===== src/design/cau_pkg.sv =====
// shared types and constants of the complex arithmetic unit
`default_nettype none
package cau_pkg;

  localparam int unsigned DATA_WIDTH_DEF = 32;
  localparam int unsigned FRAC_BITS_DEF  = 16;
  localparam int unsigned THR_W          = 32;

  typedef enum logic [1:0] {
    OP_ADD = 2'd0,
    OP_SUB = 2'd1,
    OP_MUL = 2'd2,
    OP_DIV = 2'd3
  } req_e;

  typedef enum logic [1:0] {
    ST_OK       = 2'd0,
    ST_SAT      = 2'd1,
    ST_DIV_ZERO = 2'd2
  } status_e;

  // control that rides along the divider stages
  typedef struct packed {
    logic valid;
    logic is_div;
    logic zero;
    logic neg_re;
    logic neg_im;
    logic ovf_re;
    logic ovf_im;
    logic sat;
  } cau_ctrl_t;

endpackage
`default_nettype wire


===== src/design/cau_div_step.sv =====
// one restoring division step for both lanes, registered
`default_nettype none
module cau_div_step #(
  parameter int unsigned DW = cau_pkg::DATA_WIDTH_DEF,
  parameter int unsigned QB = DW + 1
) (
  input  wire                        clk_i,
  input  wire                        rst_ni,
  input  cau_pkg::cau_ctrl_t         ctrl_i,
  input  wire logic [2*DW-1:0]       w_i,
  input  wire logic [2*DW-1:0]       r_re_i,
  input  wire logic [2*DW-1:0]       r_im_i,
  input  wire logic [QB-1:0]         lo_re_i,
  input  wire logic [QB-1:0]         lo_im_i,
  input  wire logic [DW-1:0]         res_re_i,
  input  wire logic [DW-1:0]         res_im_i,
  output cau_pkg::cau_ctrl_t         ctrl_o,
  output logic [2*DW-1:0]            w_o,
  output logic [2*DW-1:0]            r_re_o,
  output logic [2*DW-1:0]            r_im_o,
  output logic [QB-1:0]              lo_re_o,
  output logic [QB-1:0]              lo_im_o,
  output logic [DW-1:0]              res_re_o,
  output logic [DW-1:0]              res_im_o
);
  import cau_pkg::*;

  localparam int unsigned WW = 2 * DW;

  logic [WW:0]   t_re, t_im, wx, df_re, df_im;
  logic          ge_re, ge_im;
  logic [WW-1:0] r_re_d, r_im_d;

  always_comb begin
    wx    = {1'b0, w_i};
    t_re  = {r_re_i, lo_re_i[QB-1]};
    t_im  = {r_im_i, lo_im_i[QB-1]};
    df_re = t_re - wx;
    df_im = t_im - wx;
    ge_re = (t_re >= wx);
    ge_im = (t_im >= wx);
    r_re_d = ge_re ? df_re[WW-1:0] : t_re[WW-1:0];
    r_im_d = ge_im ? df_im[WW-1:0] : t_im[WW-1:0];
  end

  always_ff @(posedge clk_i or negedge rst_ni) begin
    if (!rst_ni) begin
      ctrl_o <= '0;
    end else begin
      ctrl_o <= ctrl_i;
    end
  end

  // numerator bits shift out at the top, quotient bits in at the bottom
  always_ff @(posedge clk_i) begin
    w_o      <= w_i;
    r_re_o   <= r_re_d;
    r_im_o   <= r_im_d;
    lo_re_o  <= {lo_re_i[QB-2:0], ge_re};
    lo_im_o  <= {lo_im_i[QB-2:0], ge_im};
    res_re_o <= res_re_i;
    res_im_o <= res_im_i;
  end

endmodule
`default_nettype wire


===== config.mk =====
export PLATFORM = sky130hd
export DESIGN_NAME = cau_div_step
export DESIGN_NICKNAME = d
export VERILOG_FILES = /design/src/design/cau_pkg.sv /design/src/design/cau_div_step.sv
export SDC_FILE = /design/constraint.sdc
export NUM_CORES = 1
export LEC_CHECK = 0
export BUFFER_PORTS_ARGS = -buffer_cell sky130_fd_sc_hd__buf_2
export CORE_MARGIN = 3
export CORE_UTILIZATION = 25
export CTS_CLUSTER_DIAMETER = 200
export DETAILED_ROUTE_END_ITERATION = 8
export PLACE_DENSITY_LB_ADDON = 0.08
export SYNTH_ARGS = -nofsm -noshare
export SYNTH_HDL_FRONTEND = slang
export SYNTH_SLANG_ARGS = --single-unit

===== constraint.sdc =====
create_clock -name clk_i -period 0.8 [get_ports clk_i]
set_clock_uncertainty 0.05 [all_clocks]
set_input_delay 0.12 -clock clk_i [delete_from_list [all_inputs] [get_ports clk_i]]
set_output_delay 0.12 -clock clk_i [all_outputs]
set_load 0.01 [all_outputs]

; Word-level counts from Yosys, hierarchy flattened
; Cells that the tools add are included.
[totals]
ff_bits = 330
in_bits = 332
output_inout_bits = 330
wordCells = 21
[classes]
add_sub_neg = 2
n_lt_le_gt_ge = 2
mux = 2
[op_table]
columns = operator, n
row1 = $ge 65x64->1, 2
row2 = $mux 64, 2
row3 = $sub 64x64->64, 2

; Depth between registers and ports, before layout
; Gate-level depths: netlist of the first run.
[depth]
depth_word = 2
depth_mapped = 15
mapped_depth_nobuf = 13

; Worst setup path before layout of the first run
; Ideal clock, no wire load.
[synth_path]
path_type = input to register
from = input lo_im_i[32]
to = register r_im_o[60]
setup_ns = 0.121
t_arrival_ns = 2.745
required_time_ns = 0.629
path_slack_ns = -2.116
cell_stages = 13
n_path_buf = 0
path_cell_list = inv_1 -> ha_1 -> fa_1 -> nand2b_1 -> a21oi_1 -> o2111ai_1 -> a2111oi_2 -> o21ai_1 -> a211oi_1 -> a211oi_1 -> o31ai_1 -> xor2_1 -> mux2_2
[synth_via]
elab_chain_cells = 2
word_cells_on_any_way = 3
classes_between = 1 x add/sub / 1 x order compare / 1 x mux
[synth_lines]
columns = item, line_no
row1 = from (decl), cau_div_step.sv:14  ; input wire logic [QB-1:0] lo_im_i,
row2 = $sub 64x64->64 or $ge 65x64->1 (tied branches), "cau_div_step.sv:39, cau_div_step.sv:41"
row3 = $mux 64 *, cau_div_step.sv:43  ; r_im_d = ge_im ? df_im[WW-1:0] : t_im[WW-1:0];
row4 = via r_im_d[60], cau_div_step.sv:32  ; logic [WW-1:0] r_re_d, r_im_d;
row5 = to (signal assigned), cau_div_step.sv:58  ; r_im_o <= r_im_d;
row6 = to (decl), cau_div_step.sv:20  ; output logic [2*DW-1:0] r_im_o,
; Mark *: on every way through the listed nets, which the timed path passes. The rest lies on a longest branch.

; Worst setup path after layout of the first run
; Same ends and word-level chain as after synthesis.

==> key figures, run 1 <==
Global route
  – Initial antenna violation count: 20
  – Gr busiest metal: met2
  – Gr ovfl total: 0
  – Total track usage: 24.6%
  – First-pass GRT wire length: 125000 um
  – M3 GR Usage: 4.56%
  – M1 GR Usage: 27.6%
  – Number of global-route vias before repair: 20500
  – Largest net degree at the start of global routing: 50
  – Met2 usage: 47.2%

STA
  – Tcrit/Tclk final: 326%
  – Setup ws final: -1.81 ns
  – Worst hold margin: -0.374 ns
  – Worst slew margin: 59.2%
  – Max Freq: 383 MHz
  – RSZ-0062 raised after global routing: true
  – Worst Max-Slew Pin Slew: 0.606 ns
  – Final hold vios: 7
  – Tmin final: 2.61 ns
  – Setup TNS: -338.09 ns
  – Final setup fails: 460
  – Max-slew violation count: 0

Synthesis
  – Synth Instances: 1806
  – Post-synthesis net count: 2268
  – EDFF count, synth: 0
  – Yosys warns: 0
  – Synth async-reset ratio: 2.42%
  – Post-Synthesis Mean Instance Area: 8.79 um^2
  – Number of synthesized register bits: 330
  – Post-Synthesis Cell Area: 15900 um^2
  – Most used flip-flop cell after synthesis: dfxtp_1
  – Distinct cells, synth: 78
  – Sequential element share of the synthesized area: 41.8%

Worst setup path
  – Worst EP required: 1.20 ns
  – Largest fanout on the critical path: 4
  – Most frequent CP cell: a211oi_2
  – CP cell instances: buf_8, inv_12, ha_4, fa_2, nand2b_4, a21oi_4, o2111ai_4, a2111oi_4, buf_4, o21ai_4, a211oi_2, a211oi_2, o31ai_2, xor2_1, mux2_4
  – Crit path buffers/inverters: 3
  – Critical Path AT: 3.01 ns
  – Critical path capture point type: flip-flop
  – Worst setup SP type: input port
  – Max incr delay on CP: 0.37 ns
  – CP Class: input port to flip-flop
  – Slowest library cell on the worst path: a2111oi_4
  – Crit path max-delay family: compound AO/OA/AOI/OAI gates

Drt
  – TritonRoute pass-1 iters: 5
  – Post-DR wirelength/cell: 20.0 um
  – DRC Markers: 0
  – DRT antenna net count: 0
  – Vias post-DR: 19400
  – Via/cell ratio: 4.55
  – Iter 0 DRT Violations: 877
  – Post-Route WL: 85300 um

Finish
  – Layout cells sized above 1: 46.7%
  – Area growth syn-to-layout: 95.7%
  – Final nets: 3849
  – Fill cells: 5944
  – Final Instance Count excl. Fillers: 4265

Pwr
  – Pwr Density: 1880 nW/um^2
  – Leak Pwr: 14.8 nW
  – Worst vdd ir: 1.70 mV

Clock network
  – # clock sinks: 330
  – H-Tree Depth: 2
  – TritonCTS Buffers: 41
  – Clk buf depth: 3
  – Root Buffer: clkbuf_16
  – CTS tree: done
  – CTS clock-pin slew for the worst setup and hold paths: 0.06 ns

Floorplan
  – Ports: 662
  – Die width: 258 um
  – Core Region: 62300 um^2
  – Initial Utilization: 25.5%
  – Die ar.: 66600 um^2
  – Die Y: 258 um
  – Row count: 91

Job
  – Max_cap viols: 0

Worst hold path
  – Worst min-delay path class: input port to flip-flop

Place
  – GPL Wtd Cong: 0.930
  – PortBufs: 661
  – DP Wirelength: 67700 um
  – Dpl cells: 3828

Status
  – Violated checks: hold timing, setup timing
  – Outcome: complete, but fails checks
[flip-flops by register name, summed over array words and instances, names as in the netlist]
register	cells
lo_im_o	33
w_o	64
ctrl_o	8
r_im_o	64
lo_re_o	33
res_re_o	32
res_im_o	32
r_re_o	64
[final timing paths]
| kind | from | endpoint | slack (ns) | depth (start not counted) |
|---|---|---|---|---|
| max in group asynchronous | rst_ni | ctrl_o[7] | 0.02 | 3 |
| worst min-delay path | w_i[0] | w_o[0] | -0.37 | 1 |
| min in group asynchronous | rst_ni | ctrl_o[6] | 0.47 | 3 |
| worst max-delay path | lo_im_i[32] | r_im_o[60] | -1.81 | 15 |
[through the flow]
| stage | setup WS, ns | utilization (%) | instance area [um^2] | power (mW) | hold slack (ns) |
|---|---|---|---|---|---|
| global placement | -2.75 | 40.2 | 25000 | 36.9 | -0.0560 |
| global route | -1.92 | 49.9 | 31100 | 61.3 | -0.396 |
| floorplan | -1.95 | - | 16400 | 27.2 | -0.226 |
| finish | -1.81 | 49.9 | 31100 | 58.4 | -0.374 |
| CTS | -1.86 | 48.9 | 30500 | 58.5 | -0.402 |
| detailed placement | -2.73 | 40.2 | 25000 | 36.9 | -0.0520 |
[power by group]
group	leakage [nW]	switching (mW)	total, mW	internal [mW]
sequential	2.81	0.770	19.2	18.4
combinational	11.3	9.91	20.1	10.2
clock	0.672	7.95	19.1	11.2
total	14.8	18.6	58.4	39.7
[metal layers]
layer  share of wire, %  wire (um)
met1                 39      33600
met5               0.14        122
met4                2.6       2230
met2                 53      45000
met3                5.2       4460
[cells by family (layout without fill, tap and decap cells)]
kind of cell             after synthesis  after routing  share of synthesized area, %
AND/OR/NAND/NOR                      476            476                          14.1
AO/OA/AOI/OAI                        562            562                          21.9
flip-flops                           330            330                          41.8
buffers and inverters                179           1792                          4.42
other                                  0              9                             0
adder cells (fa/ha/maj)              130            130                          10.3
multiplexers                          19             19                          1.34
XOR/XNOR                             110            110                          6.07
[cells in the final DEF, fill, tap and decap left out, types with 8 or more instances in the layout]
cell / n
xor2_1: 47
nor3_1: 12
o21bai_1: 27
o21ai_1: 61
a21oi_1: 176
a21oi_2: 32
mux2_4: 15
nor2b_1: 11
buf_6: 14
buf_2: 652
clkbuf_16: 41
o21ai_0: 64
a211oi_1: 8
o21a_1: 14
and3_1: 11
xnor2_1: 63
buf_4: 598
inv_1: 79
dfrtp_1: 8
and2_1: 16
buf_12: 14
a21oi_4: 13
nand2b_1: 17
a21o_1: 46
nor2_2: 24
ha_4: 35
nor2_1: 89
dfxtp_1: 321
a31oi_1: 11
diode_2: 9
nand2_1: 160
nand4_1: 40
nor2_4: 10
inv_2: 14
nand3_1: 31
dlygate4sd3_1: 327
o21ai_2: 8
o211ai_1: 14
ha_1: 91
[cell usage after synthesis, drive strengths merged, types with 14 or more instances]
library cell	instances	area [um^2]
a31oi	14	87.6
xnor2	63	552
buf	20	104
nand4	40	250
o21a	15	113
nand3	32	160
nand2b	19	119
mux2	18	203
inv	104	390
nor2	123	462
and2	16	100
xor2	47	412
nand2	164	616
a21oi	221	1130
dfxtp	322	6450
clkbuf	55	208
o211ai	14	105
a21o	46	345
ha	128	1600
nor3	16	80.1
o21bai	28	210
nor2b	14	87.6
o21ai	137	697
a211oi	16	120
[final cells by class]
cell class	count	area, um^2	area share (%)
Clock buffer	53	1140	3.67
Sequential cell	330	6650	21.4
Antenna cell	9	22.5	0.0725
Clock inverter	22	244	0.785
Multi-Input combinational cell	1297	9860	31.7
Tap cell	837	1050	3.37
Inverter	104	450	1.45
Timing Repair Buffer	1613	11700	37.5
[timing repair]
item | in CTS | in global routing
resized for setup | 123 | 110
pin swaps | 37 | 38
endpoints found under the hold margin | 336 | 11
hold buffers | 321 | 6
setup endpoints to repair | 460 | 468
buffers inserted | 12 | 23
gates cloned | 6 | 0
Power figures use the tool's default switching activity.
==> inputs of run 2 (changes only) <==
--- a/config.mk
+++ b/config.mk
@@ -5,6 +5,7 @@
 export SDC_FILE = /design/constraint.sdc
 export NUM_CORES = 1
 export LEC_CHECK = 0
+export ABC_AREA = 1
 export BUFFER_PORTS_ARGS = -buffer_cell sky130_fd_sc_hd__buf_2
 export CORE_MARGIN = 3
 export CORE_UTILIZATION = 25
==> run 2 against run 1 <==
Against the previous run: the run still ends with hold timing, setup timing left; critical path depth rose by 1; fmax rose by 43%; synthesized cell count rose by 88%; global-route usage rose by 1.4 points; clock power fell by 7%; count of clock-buffer cells in the layout did not move; die area rose by 29%; cell area rose by 33%; highest routed layer unchanged.
==> key figures, run 2 <==
Status
  – Outcome: complete, but fails checks
  – Violated checks: hold timing, setup timing

Floorplan
  – Die ar.: 86000 um^2 (+29%)
  – Core Region: 81100 um^2 (+30%)
  – Row count: 104 (+14%)
  – Die Y: 293 um (+14%)
  – Ports: 662 (unchanged)
  – Die width: 293 um (+14%)
  – Initial Utilization: 25.4% (-0.062 points)

Drt
  – Post-Route WL: 125000 um (+46%)
  – Via/cell ratio: 4.33 (-4.9%)
  – Vias post-DR: 27100 (+40%)
  – DRC Markers: 0 (unchanged)
  – Post-DR wirelength/cell: 19.9 um (-0.36%)
  – TritonRoute pass-1 iters: 5 (unchanged)
  – Iter 0 DRT Violations: 1215 (+39%)
  – DRT antenna net count: 0 (unchanged)

Synthesis
  – Number of synthesized register bits: 330 (unchanged)
  – Distinct cells, synth: 35 (-55%)
  – Most frequent cell after synthesis: nand2_1
  – Synth Instances: 3391 (+88%)
  – Post-Synthesis Mean Instance Area: 6.08 um^2 (-31%)
  – EDFF count, synth: 0 (unchanged)
  – Sequential element share of the synthesized area: 32.2% (-9.6 points)
  – Most used flip-flop cell after synthesis: dfxtp_1
  – Area leader, netlist: dfxtp_1
  – Post-synthesis net count: 3853 (+70%)
  – Yosys warns: 0 (unchanged)
  – Synth async-reset ratio: 2.42% (unchanged)
  – Post-Synthesis Cell Area: 20600 um^2 (+30%)
  – Post-synth top cells: nand2_1, inv_1, dfxtp_1, nand3_1, nor2_1
  – Area share of the leading cell type in the synthesized netlist: 31.3% (-9.3 points)
  – Area contributors post-synth: dfxtp_1, nand2_1, inv_1

STA
  – Worst slew margin: 69.1% (+9.9 points)
  – Max-slew violation count: 0 (unchanged)
  – Worst hold margin: -0.207 ns (+0.167 ns)
  – Final setup fails: 460 (unchanged)
  – Tcrit/Tclk final: 228% (-98 points)
  – Final hold vios: 1 (-6)
  – Setup ws final: -1.02 ns (+0.786 ns)
  – Tmin final: 1.82 ns (-0.786 ns)
  – Max Freq: 549 MHz (+43%)
  – Worst Max-Slew Pin Slew: 0.462 ns (-0.144 ns)
  – RSZ-0062 raised after global routing: true

Worst setup path
  – Crit path buffers/inverters: 6 (+3)
  – Slowest library cell on the worst path: ha_4
  – CP cell instances: buf_4, clkinvlp_4, ha_4, nand2_4, inv_2, a21oi_4, nor2_2, o21ai_1, buf_4, nand3_4, nor2_4, nand2_8, buf_12, clkbuf_16, nand2_2, nand2_1
  – Most frequent CP cell: buf_4
  – Worst EP required: 1.21 ns (about the same)
  – Max incr delay on CP: 0.31 ns (-0.06 ns)
  – Crit path max-delay family: buffers and inverters
  – Crit. path cell count: 16 (+1)
  – Largest fanout on the critical path: 7 (+3)
  – CP Class: input port to flip-flop
  – Critical Path AT: 2.24 ns (-0.77 ns)
  – Critical path capture point type: flip-flop
  – Worst setup SP type: input port

Finish
  – Layout cells sized above 1: 45.5% (-1.2 points)
  – Commonest non-fill, non-tap cells in the layout: nand2_1, buf_4, buf_2
  – Fill cells: 8189 (+38%)
  – Core Util, Final: 50.8% (+0.92 points)
  – Final Instance Count excl. Fillers: 6257 (+47%)
  – Most common cell after layout, fill and taps aside: nand2_1
  – Top Registers: r_im_o: 64 flops, r_re_o: 64 flops, w_o: 64 flops
  – Area growth syn-to-layout: 99.8%
  – Final nets: 5628 (+46%)

Global route
  – Number of global-route vias before repair: 26600 (+29%)
  – First-pass GRT wire length: 166000 um (+33%)
  – Initial antenna violation count: 8 (-60%)
  – Gr ovfl total: 0 (unchanged)
  – Largest net degree at the start of global routing: 63 (+26%)
  – Total track usage: 26.0% (+1.4 points)

Place
  – GPL Wtd Cong: 0.931 (+0.15%)
  – PortBufs: 661 (unchanged)
  – DP Wirelength: 97400 um (+44%)
  – Dpl cells: 5736 (+50%)
  – Dpl ws: -2.01 ns (+0.717 ns)

Clock network
  – # clock sinks: 330 (unchanged)
  – CTS tree: done
  – Clk buf depth: 3 (unchanged)
  – Root Buffer: clkbuf_16
  – H-Tree Depth: 2 (unchanged)
  – TritonCTS Buffers: 40 (-2.4%)
  – CTS clock-pin slew for the worst setup and hold paths: 0.06 ns (about the same)

Pwr
  – Leak Pwr: 22.0 nW (+49%)
  – Pwr Density: 1550 nW/um^2 (-18%)
  – Worst vdd ir: 1.46 mV (-14%)

Job
  – Max_cap viols: 0 (unchanged)

Worst hold path
  – Worst min-delay path class: input port to flip-flop
  – Min-Delay Path Depth: 3 (+2)
-- run 2: cell types whose count changed in the layout (fill, tap and decap cells not counted), sizes merged, moves of 24 or more --
cell / before / now
buf: 1285 / 1425
inv: 107 / 693
nand3b: 1 / 30
clkinvlp: 4 / 28
o21ai: 137 / 16
nand2: 164 / 1385
nand3: 32 / 290
xnor2: 63 / 2
a21oi: 221 / 91
a21o: 46 / 2
nor2: 123 / 229
-- run 2: path summary, 6_finish.rpt --
check,startpoint,to,slack (ns)
max,w_i[51],r_im_o[24],-1.02
min,r_im_i[11],r_im_o[12],-0.21
max in group asynchronous,rst_ni,ctrl_o[6],0.03
min in group asynchronous,rst_ni,ctrl_o[7],0.49
-- run 2: cell families after synthesis --
kind of cell | synth area share [%]
AND/OR/NAND/NOR | 40.1
buffers and inverters | 14.2
flip-flops | 32.2
adder cells (fa/ha/maj) | 7.96
AO/OA/AOI/OAI | 2.85
XOR/XNOR | 2.63
-- run 2: metal layers --
metal / part of all wire (%) / routed length [um] / vias to the layer above / global-route usage (%)
li1: - / - / 13800 / -
met1: 41 / 51700 / 12400 / 31.6
met2: 51 / 63300 / 718 / 48.1
met3: 4.4 / 5490 / 170 / 3.38
met4: 3.4 / 4270 / 4 / 6.73
met5: 0.030 / 37 / - / 0
-- run 2: layout make-up --
cell class,instances,area (um^2),area share (%)
multi-input cells,2302,15300,37.2
repair buffers,1772,13800,33.5
flip-flops and latches,330,6660,16.2
inverters,720,2820,6.83
well taps,1060,1330,3.22
clock buffers,53,1110,2.69
clock inverters,16,151,0.367
diodes,4,10.0,0.0243
-- run 2: repair_timing --
item / 4_1_cts / 5_1_grt
gates cloned: 3 / 28
hold buffers: 325 / 4
endpoints found under the setup margin: 460 / 468
buffers inserted: 37 / 55
hold endpoints to repair: 336 / 5
pin swaps: 50 / 131
gates resized for setup: 316 / 677
-- run 2: through the flow --
| step | instance area (um^2) | setup TNS (ns) | total power, mW |
|---|---|---|---|
| 3_3_place_gp | 31300 | -247.16 | 40.1 |
| 5_1_grt | 41200 | -270.50 | 67.0 |
| 2_1_floorplan | 21700 | -127.83 | 28.5 |
| 4_1_cts | 37500 | -259.40 | 60.9 |
| 6_report | 41200 | -250.28 | 63.7 |
| 3_5_place_dp | 31300 | -248.09 | 40.1 |
-- run 2: power by group --
part | internal [mW] | switching [mW] | total, mW
Sequential | 18.3 | 0.604 | 18.9
Clock | 10.2 | 7.68 | 17.8
Combinational | 12.4 | 14.5 | 26.9
==> inputs of run 3 (changes only) <==
--- a/config.mk
+++ b/config.mk
@@ -6,12 +6,13 @@
 export NUM_CORES = 1
 export LEC_CHECK = 0
 export ABC_AREA = 1
-export BUFFER_PORTS_ARGS = -buffer_cell sky130_fd_sc_hd__buf_2
+export BUFFER_PORTS_ARGS = -buffer_cell sky130_fd_sc_hd__clkbuf_2
 export CORE_MARGIN = 3
 export CORE_UTILIZATION = 25
 export CTS_CLUSTER_DIAMETER = 200
 export DETAILED_ROUTE_END_ITERATION = 8
 export PLACE_DENSITY_LB_ADDON = 0.08
+export REMOVE_ABC_BUFFERS = 1
 export SYNTH_ARGS = -nofsm -noshare
 export SYNTH_HDL_FRONTEND = slang
 export SYNTH_SLANG_ARGS = --single-unit
==> run 3 against run 2 <==
Against the previous run: the flow still finishes with violations (hold timing, setup timing); sequential cell count is the same; wire length down 5.8%; sequential power is 3% higher; clock power up 8%.
==> key figures, run 3 (synthesis results as in run 2) <==
Clock network
  – H-Tree Depth: 2 (unchanged)
  – CTS tree: done
  – CTS clock-pin slew for the worst setup and hold paths: 0.06 ns (about the same)
  – Clk buf depth: 3 (unchanged)
  – TritonCTS Buffers: 40 (unchanged)
  – # clock sinks: 330 (unchanged)
  – Root Buffer: clkbuf_16

STA
  – Max-slew violation count: 0 (unchanged)
  – Tmin final: 1.84 ns (+0.0223 ns)
  – Max Freq: 542 MHz (-1.2%)
  – Tcrit/Tclk final: 231% (+2.8 points)
  – Setup TNS: -249.09 ns (+1.19 ns)
  – Worst slew margin: 77.2% (+8.1 points)
  – RSZ-0062 raised after global routing: true
  – Setup ws final: -1.04 ns (-0.0223 ns)
  – Final setup fails: 460 (unchanged)
  – Final hold vios: 2 (+1)
  – Worst Max-Slew Pin Slew: 0.341 ns (-0.121 ns)
  – Worst hold margin: -0.0559 ns (+0.151 ns)

Floorplan
  – Core Region: 81100 um^2 (unchanged)
  – Die width: 293 um (unchanged)
  – Row count: 104 (unchanged)
  – Die Y: 293 um (unchanged)
  – Die ar.: 86000 um^2 (unchanged)
  – Initial Utilization: 25.4% (unchanged)
  – Ports: 662 (unchanged)

Worst setup path
  – CP Class: input port to flip-flop
  – Largest fanout on the critical path: 7 (unchanged)
  – Worst setup SP type: input port
  – Crit path from: w_i[34]
  – Critical Path AT: 2.29 ns (+0.05 ns)
  – Critical path capture point type: flip-flop
  – Worst EP required: 1.25 ns (+0.04 ns)

Drt
  – Via/cell ratio: 4.26 (-1.5%)
  – TritonRoute pass-1 iters: 5 (unchanged)
  – Vias post-DR: 26400 (-2.6%)
  – DRT antenna net count: 0 (unchanged)
  – DRC Markers: 0 (unchanged)
  – Iter 0 DRT Violations: 1283 (+5.6%)
  – Post-Route WL: 117000 um (-5.8%)
  – Post-DR wirelength/cell: 19.0 um (-4.8%)

Finish
  – Multi-input logic area: 14600 um^2 (-5.1%)
  – Most common cell after layout, fill and taps aside: nand2_1
  – Final nets: 5551 (-1.4%)
  – Top Registers: r_im_o: 64 flops, r_re_o: 64 flops, w_o: 64 flops
  – Reg area: 6900 um^2 (+3.6%)
  – Area growth syn-to-layout: 99.0%
  – Layout cells sized above 1: 46.5% (+1.0 points)
  – Core Util, Final: 50.6% (-0.21 points)
  – Commonest non-fill, non-tap cells in the layout: nand2_1, buf_4, inv_1
  – Fill cells: 8136 (-0.65%)

Pwr
  – Pwr Density: 1590 nW/um^2 (+3.2%)
  – Power Total: 65.4 mW (+2.7%)
  – Leak Pwr: 21.8 nW (-0.97%)
  – Worst vdd ir: 1.31 mV (-11%)

Global route
  – Largest net degree at the start of global routing: 46 (-27%)
  – First-pass GRT wire length: 160000 um (-4.1%)
  – Met2 usage: 42.7% (-5.4 points)
  – M1 GR Usage: 31.0% (-0.55 points)
  – M3 GR Usage: 5.50% (+2.1 points)
  – Gr ovfl total: 0 (unchanged)
  – Gr busiest metal: met2
  – Total track usage: 25.0% (-0.96 points)
  – Initial antenna violation count: 14 (+6)
  – Number of global-route vias before repair: 25500 (-4.1%)

Worst hold path
  – Worst min-delay path class: input port to flip-flop
  – Hold_sp: r_re_i[62]
  – Hold Path Sink: r_re_o[63]
  – Min-Delay Path Depth: 5 (+2)

Place
  – PortBufs: 661 (unchanged)
  – GPL Wtd Cong: 0.894 (-4.0%)
  – Dpl ws: -2.07 ns (-0.0596 ns)
  – DP Wirelength: 94000 um (-3.4%)

Status
  – Violated checks: hold timing, setup timing
  – Outcome: complete, but fails checks

Job
  – Max_cap viols: 0 (unchanged)
run 3: worst max-delay path: stages:
cell and delay [ns]:
buf_4 0.10, clkinvlp_4 0.22, ha_4 0.37, buf_4 0.12, nand2_4 0.05, nor2_4 0.11
inv_2 0.05, nor2_4 0.09, nand2_2 0.07, nor2_4 0.16, nand2_2 0.08, nand3_2 0.08
nor2_4 0.06, nand2_8 0.13, buf_12 0.16, clkbuf_16 0.18, nand2_4 0.05, nand2_2 0.05
run 3: final cells by class:
| type | count | area share (%) |
|---|---|---|
| inverter | 720 | 6.83 |
| tap | 1060 | 3.23 |
| clock inverter | 21 | 0.613 |
| multi-input combinational | 2302 | 35.5 |
| antenna | 6 | 0.0366 |
| sequential | 330 | 16.8 |
| clock buffer | 53 | 2.78 |
| timing repair buffer | 1695 | 34.2 |
run 3: timing repair:
item,in CTS,in global routing
endpoints found under the setup margin,460,460
hold endpoints to repair,336,4
setup buffers,17,39
pin swaps,36,166
resized for setup,225,1480
cloned,4,19
hold buffers,327,3
run 3: worst max path at each step:
stage / slack, ns / cells after the start / endpoint
final: -1.04 / 18 / r_re_o[3]
after global routing: -1.10 / 17 / r_re_o[35]
after CTS: -1.02 / 18 / r_re_o[14]
after detailed placement: -2.07 / 17 / r_re_o[32]
after global placement: -2.07 / 17 / r_re_o[32]
after floorplan: -1.93 / 12 / r_re_o[0]
run 3: per-layer routing:
metal / wire [um] / share of wire, %
met1: 49700 / 42
met2: 55400 / 47
met3: 7980 / 6.8
met4: 4320 / 3.7
met5: 42 / 0.036
run 3: metrics by stage:
stage / instances / area [um^2]
6_report: 6187 / 41000
5_1_grt: 6185 / 41000
4_1_cts: 6126 / 36000
3_5_place_dp: 5704 / 30000
3_3_place_gp: 5704 / 30000
2_1_floorplan: 3352 / 20400
run 3: report_power, final:
group          internal (mW)  switching, mW  total (mW)
Clock                   11.5           7.89        19.3
Sequential              18.6          0.860        19.4
Combinational           13.0           13.7        26.6
